--- src/rtl/refract_vector_macros.svh ---
// Assertion macros for the refraction pipeline.
`ifndef REFRACT_VECTOR_MACROS_SVH
`define REFRACT_VECTOR_MACROS_SVH

// Consequent checked in the same cycle as the antecedent.
`define RFV_ASSERT_NOW(label, clk, rst_n, ante, cons, msg) \
    label: assert property (@(posedge clk) disable iff (!rst_n) (ante) |-> (cons)) \
        else $error(msg);

// Consequent checked in the cycle after the antecedent.
`define RFV_ASSERT_NEXT(label, clk, rst_n, ante, cons, msg) \
    label: assert property (@(posedge clk) disable iff (!rst_n) (ante) |=> (cons)) \
        else $error(msg);

`endif

--- src/rtl/rfv_pkg.sv ---
// Constants, widths and types of the vector refraction pipeline.
package rfv_pkg;

    function automatic int imax(input int a, input int b);
        return (a > b) ? a : b;
    endfunction

    localparam int FRAC_BITS = 14;
    localparam int IN_W      = 16;
    localparam int ETA_W     = 16;
    localparam int OUT_W     = 20;

    localparam int PRD_W  = 2 * IN_W;
    localparam int DOT_W  = PRD_W + 1;
    localparam int D_W    = DOT_W - FRAC_BITS;
    localparam int DD_W   = 2 * D_W;
    localparam int DDF_W  = DD_W - FRAC_BITS;
    localparam int U_W    = imax(DDF_W, FRAC_BITS + 2) + 1;
    localparam int EE_W   = 2 * ETA_W;
    localparam int E2_W   = EE_W - FRAC_BITS;
    localparam int P_W    = E2_W + 1 + U_W;
    localparam int PX_W   = imax(P_W, 64);
    localparam int PC_W   = (P_W > 63) ? 64 : P_W;
    localparam int KS_W   = PC_W - FRAC_BITS;
    localparam int K_W    = imax(KS_W, FRAC_BITS + 2) + 1;
    localparam int SQ_PER = 3;
    localparam int ROOT_W = ((((K_W - 1 + FRAC_BITS + 1) / 2) + SQ_PER - 1) / SQ_PER) * SQ_PER;
    localparam int RAD_W  = 2 * ROOT_W;
    localparam int REM_W  = ROOT_W + 2;
    localparam int SQ_STG = ROOT_W / SQ_PER;
    localparam int ED_W   = ETA_W + 1 + D_W;
    localparam int EDF_W  = ED_W - FRAC_BITS;
    localparam int S_W    = imax(EDF_W, ROOT_W + 1) + 1;
    localparam int EI_W   = ETA_W + 1 + IN_W;
    localparam int NS_W   = IN_W + S_W;
    localparam int C_W    = imax(EI_W, NS_W) + 1;
    localparam int CF_W   = C_W - FRAC_BITS;

    localparam int ONE = 1 << FRAC_BITS;
    localparam logic signed [63:0] PROD_LIM = 64'sd1 <<< 62;

    typedef struct packed {
        logic signed [EI_W-1:0]  eta_ix;
        logic signed [EI_W-1:0]  eta_iy;
        logic signed [EI_W-1:0]  eta_iz;
        logic signed [IN_W-1:0]  nx;
        logic signed [IN_W-1:0]  ny;
        logic signed [IN_W-1:0]  nz;
        logic signed [EDF_W-1:0] edf;
        logic                    tir;
    } t_sq_side;

endpackage

--- src/rtl/rfv_sqrt.sv ---
// Pipelined integer square root, a few root bits per stage, with side data.
module rfv_sqrt (
    input  logic                         i_clk,
    input  logic                         i_rst_n,
    input  logic                         i_en,
    input  logic                         i_vld,
    input  logic [rfv_pkg::RAD_W-1:0]    i_rad,
    input  rfv_pkg::t_sq_side            i_side,
    output logic                         o_vld,
    output logic [rfv_pkg::ROOT_W-1:0]   o_root,
    output rfv_pkg::t_sq_side            o_side
);

    logic                         s_vld  [rfv_pkg::SQ_STG+1];
    logic [rfv_pkg::REM_W-1:0]    s_rem  [rfv_pkg::SQ_STG+1];
    logic [rfv_pkg::ROOT_W-1:0]   s_root [rfv_pkg::SQ_STG+1];
    logic [rfv_pkg::RAD_W-1:0]    s_rad  [rfv_pkg::SQ_STG+1];
    rfv_pkg::t_sq_side            s_side [rfv_pkg::SQ_STG+1];

    assign s_vld[0]  = i_vld;
    assign s_rem[0]  = '0;
    assign s_root[0] = '0;
    assign s_rad[0]  = i_rad;
    assign s_side[0] = i_side;

    for (genvar g = 0; g < rfv_pkg::SQ_STG; g++) begin : g_stg
        logic                       r_vld;
        logic [rfv_pkg::REM_W-1:0]  r_rem;
        logic [rfv_pkg::ROOT_W-1:0] r_root;
        logic [rfv_pkg::RAD_W-1:0]  r_rad;
        rfv_pkg::t_sq_side          r_side;
        logic [rfv_pkg::REM_W-1:0]  n_rem;
        logic [rfv_pkg::ROOT_W-1:0] n_root;
        logic [rfv_pkg::RAD_W-1:0]  n_rad;

        always_comb begin : p_iter
            logic [rfv_pkg::REM_W-1:0]  v_rem;
            logic [rfv_pkg::REM_W-1:0]  v_test;
            logic [rfv_pkg::ROOT_W-1:0] v_root;
            logic [rfv_pkg::RAD_W-1:0]  v_rad;
            v_rem  = s_rem[g];
            v_root = s_root[g];
            v_rad  = s_rad[g];
            for (int j = 0; j < rfv_pkg::SQ_PER; j++) begin
                v_rem  = {v_rem[rfv_pkg::REM_W-3:0], v_rad[rfv_pkg::RAD_W-1 -: 2]};
                v_rad  = v_rad << 2;
                v_test = {v_root, 2'b01};
                if (v_rem >= v_test) begin
                    v_rem  = v_rem - v_test;
                    v_root = {v_root[rfv_pkg::ROOT_W-2:0], 1'b1};
                end else begin
                    v_root = {v_root[rfv_pkg::ROOT_W-2:0], 1'b0};
                end
            end
            n_rem  = v_rem;
            n_root = v_root;
            n_rad  = v_rad;
        end

        always_ff @(posedge i_clk) begin
            if (!i_rst_n) begin
                r_vld <= 1'b0;
            end else if (i_en) begin
                r_vld <= s_vld[g];
            end
        end

        always_ff @(posedge i_clk) begin
            if (i_en) begin
                r_rem  <= n_rem;
                r_root <= n_root;
                r_rad  <= n_rad;
                r_side <= s_side[g];
            end
        end

        assign s_vld[g+1]  = r_vld;
        assign s_rem[g+1]  = r_rem;
        assign s_root[g+1] = r_root;
        assign s_rad[g+1]  = r_rad;
        assign s_side[g+1] = r_side;
    end

    assign o_vld  = s_vld[rfv_pkg::SQ_STG];
    assign o_root = s_root[rfv_pkg::SQ_STG];
    assign o_side = s_side[rfv_pkg::SQ_STG];

endmodule

--- config.mk ---
export PLATFORM = sky130hd
export DESIGN_NAME = rfv_sqrt
export DESIGN_NICKNAME = d
export VERILOG_FILES = /design/src/rtl/refract_vector_macros.svh /design/src/rtl/rfv_pkg.sv /design/src/rtl/rfv_sqrt.sv
export SDC_FILE = /design/constraint.sdc
export NUM_CORES = 2
export LEC_CHECK = 0
export ABC_CLOCK_PERIOD_IN_PS = 10600
export BUFFER_PORTS_ARGS = -buffer_cell sky130_fd_sc_hd__buf_4
export CORE_MARGIN = 2
export CORE_UTILIZATION = 60
export CTS_BUF_LIST = sky130_fd_sc_hd__clkbuf_4
export CTS_CLUSTER_DIAMETER = 120
export DETAILED_ROUTE_END_ITERATION = 6
export GPL_TIMING_DRIVEN = 0
export MAX_ROUTING_LAYER = met4
export PLACE_DENSITY = 0.77
export REMOVE_ABC_BUFFERS = 1
export SYNTH_ARGS = -nofsm -noshare
export SYNTH_HDL_FRONTEND = slang
export SYNTH_SLANG_ARGS = --single-unit
--- constraint.sdc ---
create_clock -name i_clk -period 10.6 [get_ports i_clk]
set_clock_uncertainty 0.1 [all_clocks]
set_input_delay 1.59 -clock i_clk [delete_from_list [all_inputs] [get_ports i_clk]]
set_output_delay 1.59 -clock i_clk [all_outputs]
set_load 0.05 [all_outputs]
==> Word-level counts from Yosys, hierarchy flattened <==
Cells that the tools add are included.
W data, S select, Z words.
{ "totals": {"latchBits": 0, "in_bits": 222, "out_inout_bits": 195, "ram_bits": 0, "reg_bits": 1812, "mem_bits_ro": 0, "memories": 0} }
{ "op_classes": {"mul": 0, "shifts": 0, "muxes": 47, "add_sub_neg": 23, "reduce_logical": 0, "n_eq_ne": 0, "order_cmp": 24, "div_mod_pow": 0, "bitwise_logic": 0} }
{ "ops": {"columns": ["op", "count"], "rows": [
  ["$mux W24", 23],
  ["$ge A26 B10 Y1", 1],
  ["$ge A26 B11 Y1", 1],
  ["$ge A26 B12 Y1", 1],
  ["$ge A26 B13 Y1", 1],
  ["$ge A26 B14 Y1", 1],
  ["$ge A26 B15 Y1", 1],
  ["$ge A26 B16 Y1", 1],
  ["$ge A26 B17 Y1", 1],
  ["$ge A26 B18 Y1", 1],
  ["$ge A26 B19 Y1", 1],
  ["$ge A26 B20 Y1", 1],
  ["$ge A26 B21 Y1", 1],
  ["$ge A26 B22 Y1", 1],
  ["$ge A26 B23 Y1", 1],
  ["$ge A26 B24 Y1", 1],
  ["$ge A26 B25 Y1", 1],
  ["$ge A26 B3 Y1", 1],
  ["$ge A26 B4 Y1", 1],
  ["$ge A26 B5 Y1", 1],
  ["$ge A26 B6 Y1", 1],
  ["$ge A26 B7 Y1", 1],
  ["$ge A26 B8 Y1", 1],
  ["$ge A26 B9 Y1", 1],
  ["25 further kinds", 48]
]} }

==> Logic depth before layout (Yosys ltp) <==
{ "logic_depth": {"word_depth": 6, "mapped_depth": 41} }

==> Worst setup path before layout <==
Ideal clock, no wire load.
{ "synth_timing": {"path_type": "reg2reg", "startpoint": "reg g_stg[4].r_rem[8] in the netlist's numbering", "endpoint": "reg g_stg[5].r_rem[10] in the netlist's numbering, data pin", "stages_incl_launch_ff": 35, "arrival_time_ns": 7.976, "synth_period_minus_slack_ns": 8.336, "path_slack_ns": 2.264, "cell_sequence": "edfxtp_1 -> ha_1 -> clkbuf_1 -> and3_1 -> nand4_1 -> o41a_1 -> and2_1 -> nand2_1 -> inv_1 -> buf_2 -> buf_1 -> o21ai_0 -> ha_1 -> a21o_1 -> a21o_1 -> a21o_1 -> a21oi_1 -> o211ai_1 -> a31oi_1 -> nand4_1 -> nor4b_2 -> buf_2 -> buf_1 -> o31ai_1 -> ha_1 -> nand4_1 -> or3_1 -> nor4b_1 -> mux2i_1 -> a31o_2 -> o211ai_1 -> a21oi_1 -> inv_1 -> clkbuf_1 -> mux2_2"} }
{ "synth_between": {"elab_chain_cells": 6, "word_cells_on_any_way": 11, "classes_between": "3 x add/sub; 3 x order compare; 5 x mux"} }
{ "synth_lines": {"columns": ["item", "line_no", "source"], "rows": [
  ["from (decl)", "rfv_sqrt.sv:28", "logic [rfv_pkg::REM_W-1:0] r_rem;"],
  ["from (signal assigned)", "rfv_sqrt.sv:70", "r_rem <= n_rem;"],
  ["$sub A24 B17 Y24 or $ge A26 B17 Y1 (tied branches)", "rfv_sqrt.sv:49, rfv_sqrt.sv:48", null],
  ["$mux W24 or $mux W1 (tied branches)", "rfv_sqrt.sv:48", "if (v_rem >= v_test) begin"],
  ["$ge A26 B18 Y1 or $sub A24 B18 Y24 (tied branches)", "rfv_sqrt.sv:48, rfv_sqrt.sv:49", null],
  ["$mux W24 or $mux W1 (tied branches)", "rfv_sqrt.sv:48", null],
  ["$sub A24 B19 Y24 or $ge A26 B19 Y1 (tied branches)", "rfv_sqrt.sv:49, rfv_sqrt.sv:48", null],
  ["$mux W24 *", "rfv_sqrt.sv:48", null],
  ["net g_stg[5].n_rem, one bit", "rfv_sqrt.sv:32", "logic [rfv_pkg::REM_W-1:0] n_rem;"],
  ["to (signal assigned)", "rfv_sqrt.sv:70", null],
  ["to (decl)", "rfv_sqrt.sv:28", null]
]} }
The timed path passes the listed nets; every way through them passes the cells marked *.
A chain may end at the register's enable or synchronous reset.

==> Final worst setup path <==
{ "layout_timing": {"startpoint": "reg g_stg[4].r_root[6] in the netlist's numbering", "endpoint": "reg g_stg[5].r_rem[23] in the netlist's numbering, data pin"} }
{ "layout_between": {"elab_chain_cells": 6, "word_cells_on_any_way": 11, "classes_between": "3 x add/sub; 3 x order compare; 5 x mux"} }
{ "layout_lines": {"columns": ["item", "line_no", "source"], "rows": [
  ["from (decl)", "rfv_sqrt.sv:29", "logic [rfv_pkg::ROOT_W-1:0] r_root;"],
  ["from (signal assigned)", "rfv_sqrt.sv:71", "r_root <= n_root;"],
  ["$sub A24 B17 Y24 or $ge A26 B17 Y1 (tied branches)", "rfv_sqrt.sv:49, rfv_sqrt.sv:48", null],
  ["$mux W24 or $mux W1 (tied branches)", "rfv_sqrt.sv:48", null],
  ["$sub A24 B18 Y24 or $ge A26 B18 Y1 (tied branches)", "rfv_sqrt.sv:49, rfv_sqrt.sv:48", null],
  ["$mux W24 or $mux W1 (tied branches)", "rfv_sqrt.sv:48", null],
  ["$sub A24 B19 Y24 or $ge A26 B19 Y1 (tied branches)", "rfv_sqrt.sv:49, rfv_sqrt.sv:48", null],
  ["$mux W24 *", "rfv_sqrt.sv:48", null],
  ["net g_stg[5].n_rem, one bit", "rfv_sqrt.sv:32", null]
]} }
Marked as above.

==> impl_results.rst <==
.. list-table::
   :header-rows: 1

   * - Metric
     - Value
   * - Run status
     - completed
   * - Number of antenna violations at the first check in global routing
     - 14
   * - Filler Cells Inserted
     - 8,876
   * - Post-CTS clock slew at the launch and capture registers of the worst setup and hold paths
     - about 0.07 ns
   * - Data arrival at the endpoint of the critical path
     - roughly 11 ns
   * - Number of top-level pins
     - between 400 and 500
   * - Maximum fanout along the worst path
     - 25
   * - Count of final max-slew check failures
     - 0
   * - DRC viols
     - 0
   * - Combined area of the multi-input logic cells
     - 22,700 µm²
   * - Vias in the first global route
     - around 46k
   * - Power share of the combinational group
     - 0.360
   * - Critical Path End Type
     - flip-flop
   * - Count of vias placed by the detailed router
     - 46.5k
   * - Post-CTS Hold Buffers
     - 0
   * - Share of layout cells above drive strength 1
     - 0.188
   * - Register-to-Register Path Depth
     - 30
   * - Proportion of synthesized flip-flops having asynchronous set or reset
     - 0
   * - Core box area
     - 129,000 µm²
   * - Clk pwr share
     - 0.233
   * - Netlist Area Pre-Place
     - between 70,000 and 80,000 µm²
   * - Final number of setup-violating endpoints
     - 0
   * - Register bit count reported by yosys
     - between 1.5k and 2k
   * - Overall die area
     - 133,000 µm²
   * - Share of the clock period used by the worst path
     - 0.960
   * - Final number of hold-violating endpoints
     - 0
   * - Overall routing resource usage
     - 0.245
   * - DPL Wire Length
     - about 110,000 µm
   * - Total wirelength of the detailed-routed design
     - ~160,000 µm
   * - Switching component of the power
     - around 0.0078 W
   * - Worst reg2reg endpoint
     - g_stg[5].r_rem[23]
   * - Buffers on Ports
     - 416
   * - Netlist cell types
     - 112
   * - CTS Buffer Depth
     - 4
   * - Die extent in x
     - 365 µm
   * - Internal power contribution
     - between 0.01 and 0.015 W
   * - Detail-routed via count per cell
     - about 5.6
   * - Worst hold slack after final layout
     - between 0.2 and 0.25 ns
   * - Sequential fraction of the synthesis area
     - 0.694
   * - Placement row count
     - 132
   * - Yosys warning count
     - 0
   * - Mapped Avg Cell Area
     - about 14 µm²
   * - Num CTS Buffers
     - between 400 and 500
   * - Root Buffer
     - clkbuf_4
   * - Relative max-transition margin
     - 0.188
   * - Initial standard-cell utilization of the core
     - 0.605
   * - Highest clock frequency the design can meet
     - 98.2 MHz
   * - Type of the worst setup path
     - reg -> reg
   * - Cell with the largest stage delay on the worst path
     - o41ai_1
   * - Depth of the worst hold-timing path
     - 0
   * - Final global-route overflow total
     - 0
   * - Cells after synthesis
     - roughly 5.4k
   * - Pwr Density
     - around 250 nW/µm²
   * - Crit path largest cell delay
     - roughly 0.90 ns
   * - Sequential group share of total power
     - 0.407
   * - Number of H-tree levels
     - 5
   * - Endpoint of the worst hold path
     - g_stg[4].r_side[28]
   * - Critical path startpoint category
     - flip-flop
   * - Required time at the endpoint of the critical path
     - approximately 11 ns
   * - Worst ir drop on vdd
     - ~170 µV
   * - Switching portion of total power
     - 0.346
   * - TritonCTS clock tree
     - built
   * - Clock period minus final worst setup slack
     - ~10 ns
   * - Max-capacitance violation count
     - 0
   * - Number of nets still failing antenna checks after routing
     - 0
   * - Wire length of the first global-routing pass
     - 245,000 µm
   * - Clock network latency to the later pin of the worst-skew pair
     - roughly 1.3 ns
   * - Path class of the lowest-slack min-delay path
     - reg -> reg
   * - Top FF cell, synth
     - edfxtp_1
   * - Layout-stage area growth over the synthesis result
     - 13.6%
   * - DRC violation total after the first TritonRoute iteration
     - ~3.4k
   * - # nets final
     - 6,759
   * - Static power due to leakage
     - 33.8 nW
   * - EDFF count, synth
     - roughly 1.8k
   * - FF-to-FF Start
     - g_stg[4].r_root[6]
   * - Worst reg-to-reg setup slack
     - between 0.4 and 0.5 ns
   * - Vertical die dimension
     - 365 µm
   * - Gpl congestion
     - between 0.9 and 1
   * - Util after Layout
     - 0.687
   * - Sequential Area
     - between 50,000 and 60,000 µm²
   * - Maximum number of pins on one net before global-route repair
     - 209
   * - Routed wire per std cell
     - approximately 19 µm
   * - Sinks on the clock net
     - 1,812
   * - Measured slew at the worst slew-check pin
     - approximately 1.2 ns
   * - Hold_sp
     - g_stg[3].r_side[28]
   * - First-pass iteration count of the detailed router
     - 6
[flip-flops by register name, indices dropped and copies added (netlist names)]
| name | cells |
|---|---|
| o_side | 170 |
| g_stg.r_side | 1190 |
| g_stg.r_vld | 7 |
| g_stg.r_root | 84 |
| o_vld | 1 |
| o_root | 24 |
| g_stg.r_rem | 168 |
| g_stg.r_rad | 168 |
[layout make-up]
class | count | share of cell area
clock buffers | 592 | 0.0500
well taps | 1742 | 0.0245
flip-flops and latches | 1812 | 0.611
diodes | 22 | 0.000619
clock inverters | 139 | 0.00747
repair inverters | 2 | 0.000141
inverters | 234 | 0.0101
repair buffers | 447 | 0.0408
multi-input cells | 3282 | 0.255
[cell families after synthesis]
family	Yosys count	share of synthesized area
xor+xnor	375	0.0423
other cells	1	0.0000479
buf+inv	338	0.0170
flops	1812	0.694
simple gates	1309	0.0856
compound gates	1184	0.0970
mux	87	0.0120
fa+ha+maj	324	0.0518
[worst max path at each step]
stage,endpoint,depth (start not counted),startpoint,slack [ns]
after floorplan,o_root[0],34,g_stg[6].r_root[9],0.97
after global placement,o_side[14],1,i_en,-7.64
after detailed placement,g_stg[6].r_rem[6],33,g_stg[5].r_root[5],-2.03
after CTS,g_stg[4].r_rem[15],27,g_stg[3].r_root[6],0.07
after global routing,g_stg[5].r_rem[20],31,g_stg[4].r_root[10],-0.008
final,g_stg[5].r_rem[23],30,g_stg[4].r_root[6],0.42
[layer usage]
metal / vias up / routed length, µm / GRT usage
li1: 22700 / - / -
met1: 22300 / 63400 / 0.280
met2: 1256 / 82700 / 0.415
met3: 317 / 8160 / 0.0565
met4: 0 / 6260 / 0.109
met5: - / 0 / -
[layout by cell type, fill, tap and decap left out, types with 42 or more instances in the layout]
cell and count:
edfxtp_1 1804, clkbuf_4 592, buf_4 429, a21oi_1 352, nand2_1 326, ha_1 324
nor2_1 319, o21ai_0 250, xnor2_1 225, inv_1 222, xor2_1 148, a21o_1 137
clkinv_1 110, nor3_1 109, nand3_1 99, nand4_1 61, mux2_2 56, nand2b_1 51
nor4_1 48, o21a_1 46, nor2b_1 43, o21bai_1 43, a211oi_1 42
[power groups by stage]
stage / clock network [W] / registers [W] / logic (W)
5_1_grt: 0.00578 / 0.00922 / 0.00895
4_1_cts: 0.00544 / 0.00916 / 0.00801
3_5_place_dp: 0 / 0.00931 / 0.00793
2_1_floorplan: 0 / 0.00932 / 0.00578
6_report: 0.00523 / 0.00916 / 0.00810
3_3_place_gp: 0 / 0.00947 / 0.00782
[what timing repair did]
item / in CTS / in global routing
pin swaps: 1 / 3
hold endpoints to repair: 0 / 0
endpoints found under the setup margin: 72 / 70
buffers inserted: 2 / 12
gates resized for setup: 10 / 11
gates cloned: 3 / 0
[synth_stat cells (all sizes together), types with 40 or more instances]
library cell | number | share of area
o21bai | 43 | 0.0041
ha | 324 | 0.052
xnor2 | 227 | 0.026
o21ai | 266 | 0.017
nand2 | 329 | 0.016
nand4 | 61 | 0.0051
nor3 | 110 | 0.0070
mux2 | 57 | 0.0082
inv | 232 | 0.011
nand2b | 51 | 0.0041
a21o | 137 | 0.013
nor2b | 43 | 0.0034
a21oi | 353 | 0.023
xor2 | 148 | 0.017
a31oi | 40 | 0.0032
edfxtp | 1804 | 0.69
nor4 | 57 | 0.0056
nor2 | 320 | 0.015
clkbuf | 71 | 0.0034
a211oi | 44 | 0.0043
o211ai | 43 | 0.0043
o21a | 46 | 0.0044
nand3 | 102 | 0.0066
[critical path, delay by kind of cell, from the launching register on]
kind                       cells  cell delay (ns)
muxes                          2             0.42
and+or+nand+nor               10             3.00
buffers and inverters          4             0.91
DFF                            1             0.44
adders and majority gates      3             1.09
AOI/OAI and AO/OA             11             3.88
[per-stage QoR]
stage               cells  cell area [µm²]  power (W)  worst slack, ns  TNS (ns)
floorplan            5327            77800     0.0151            0.970         0
global placement     7485            83100     0.0173            -7.64         -
detailed placement   7500            83500     0.0172            -2.03    -59.49
CTS                  8236            88700     0.0226           0.0680         0
global route         8271            88900     0.0240         -0.00809   -0.0108
finish               8272            88900     0.0225            0.419         0
Note: power is estimated with default switching activity, not from simulation.
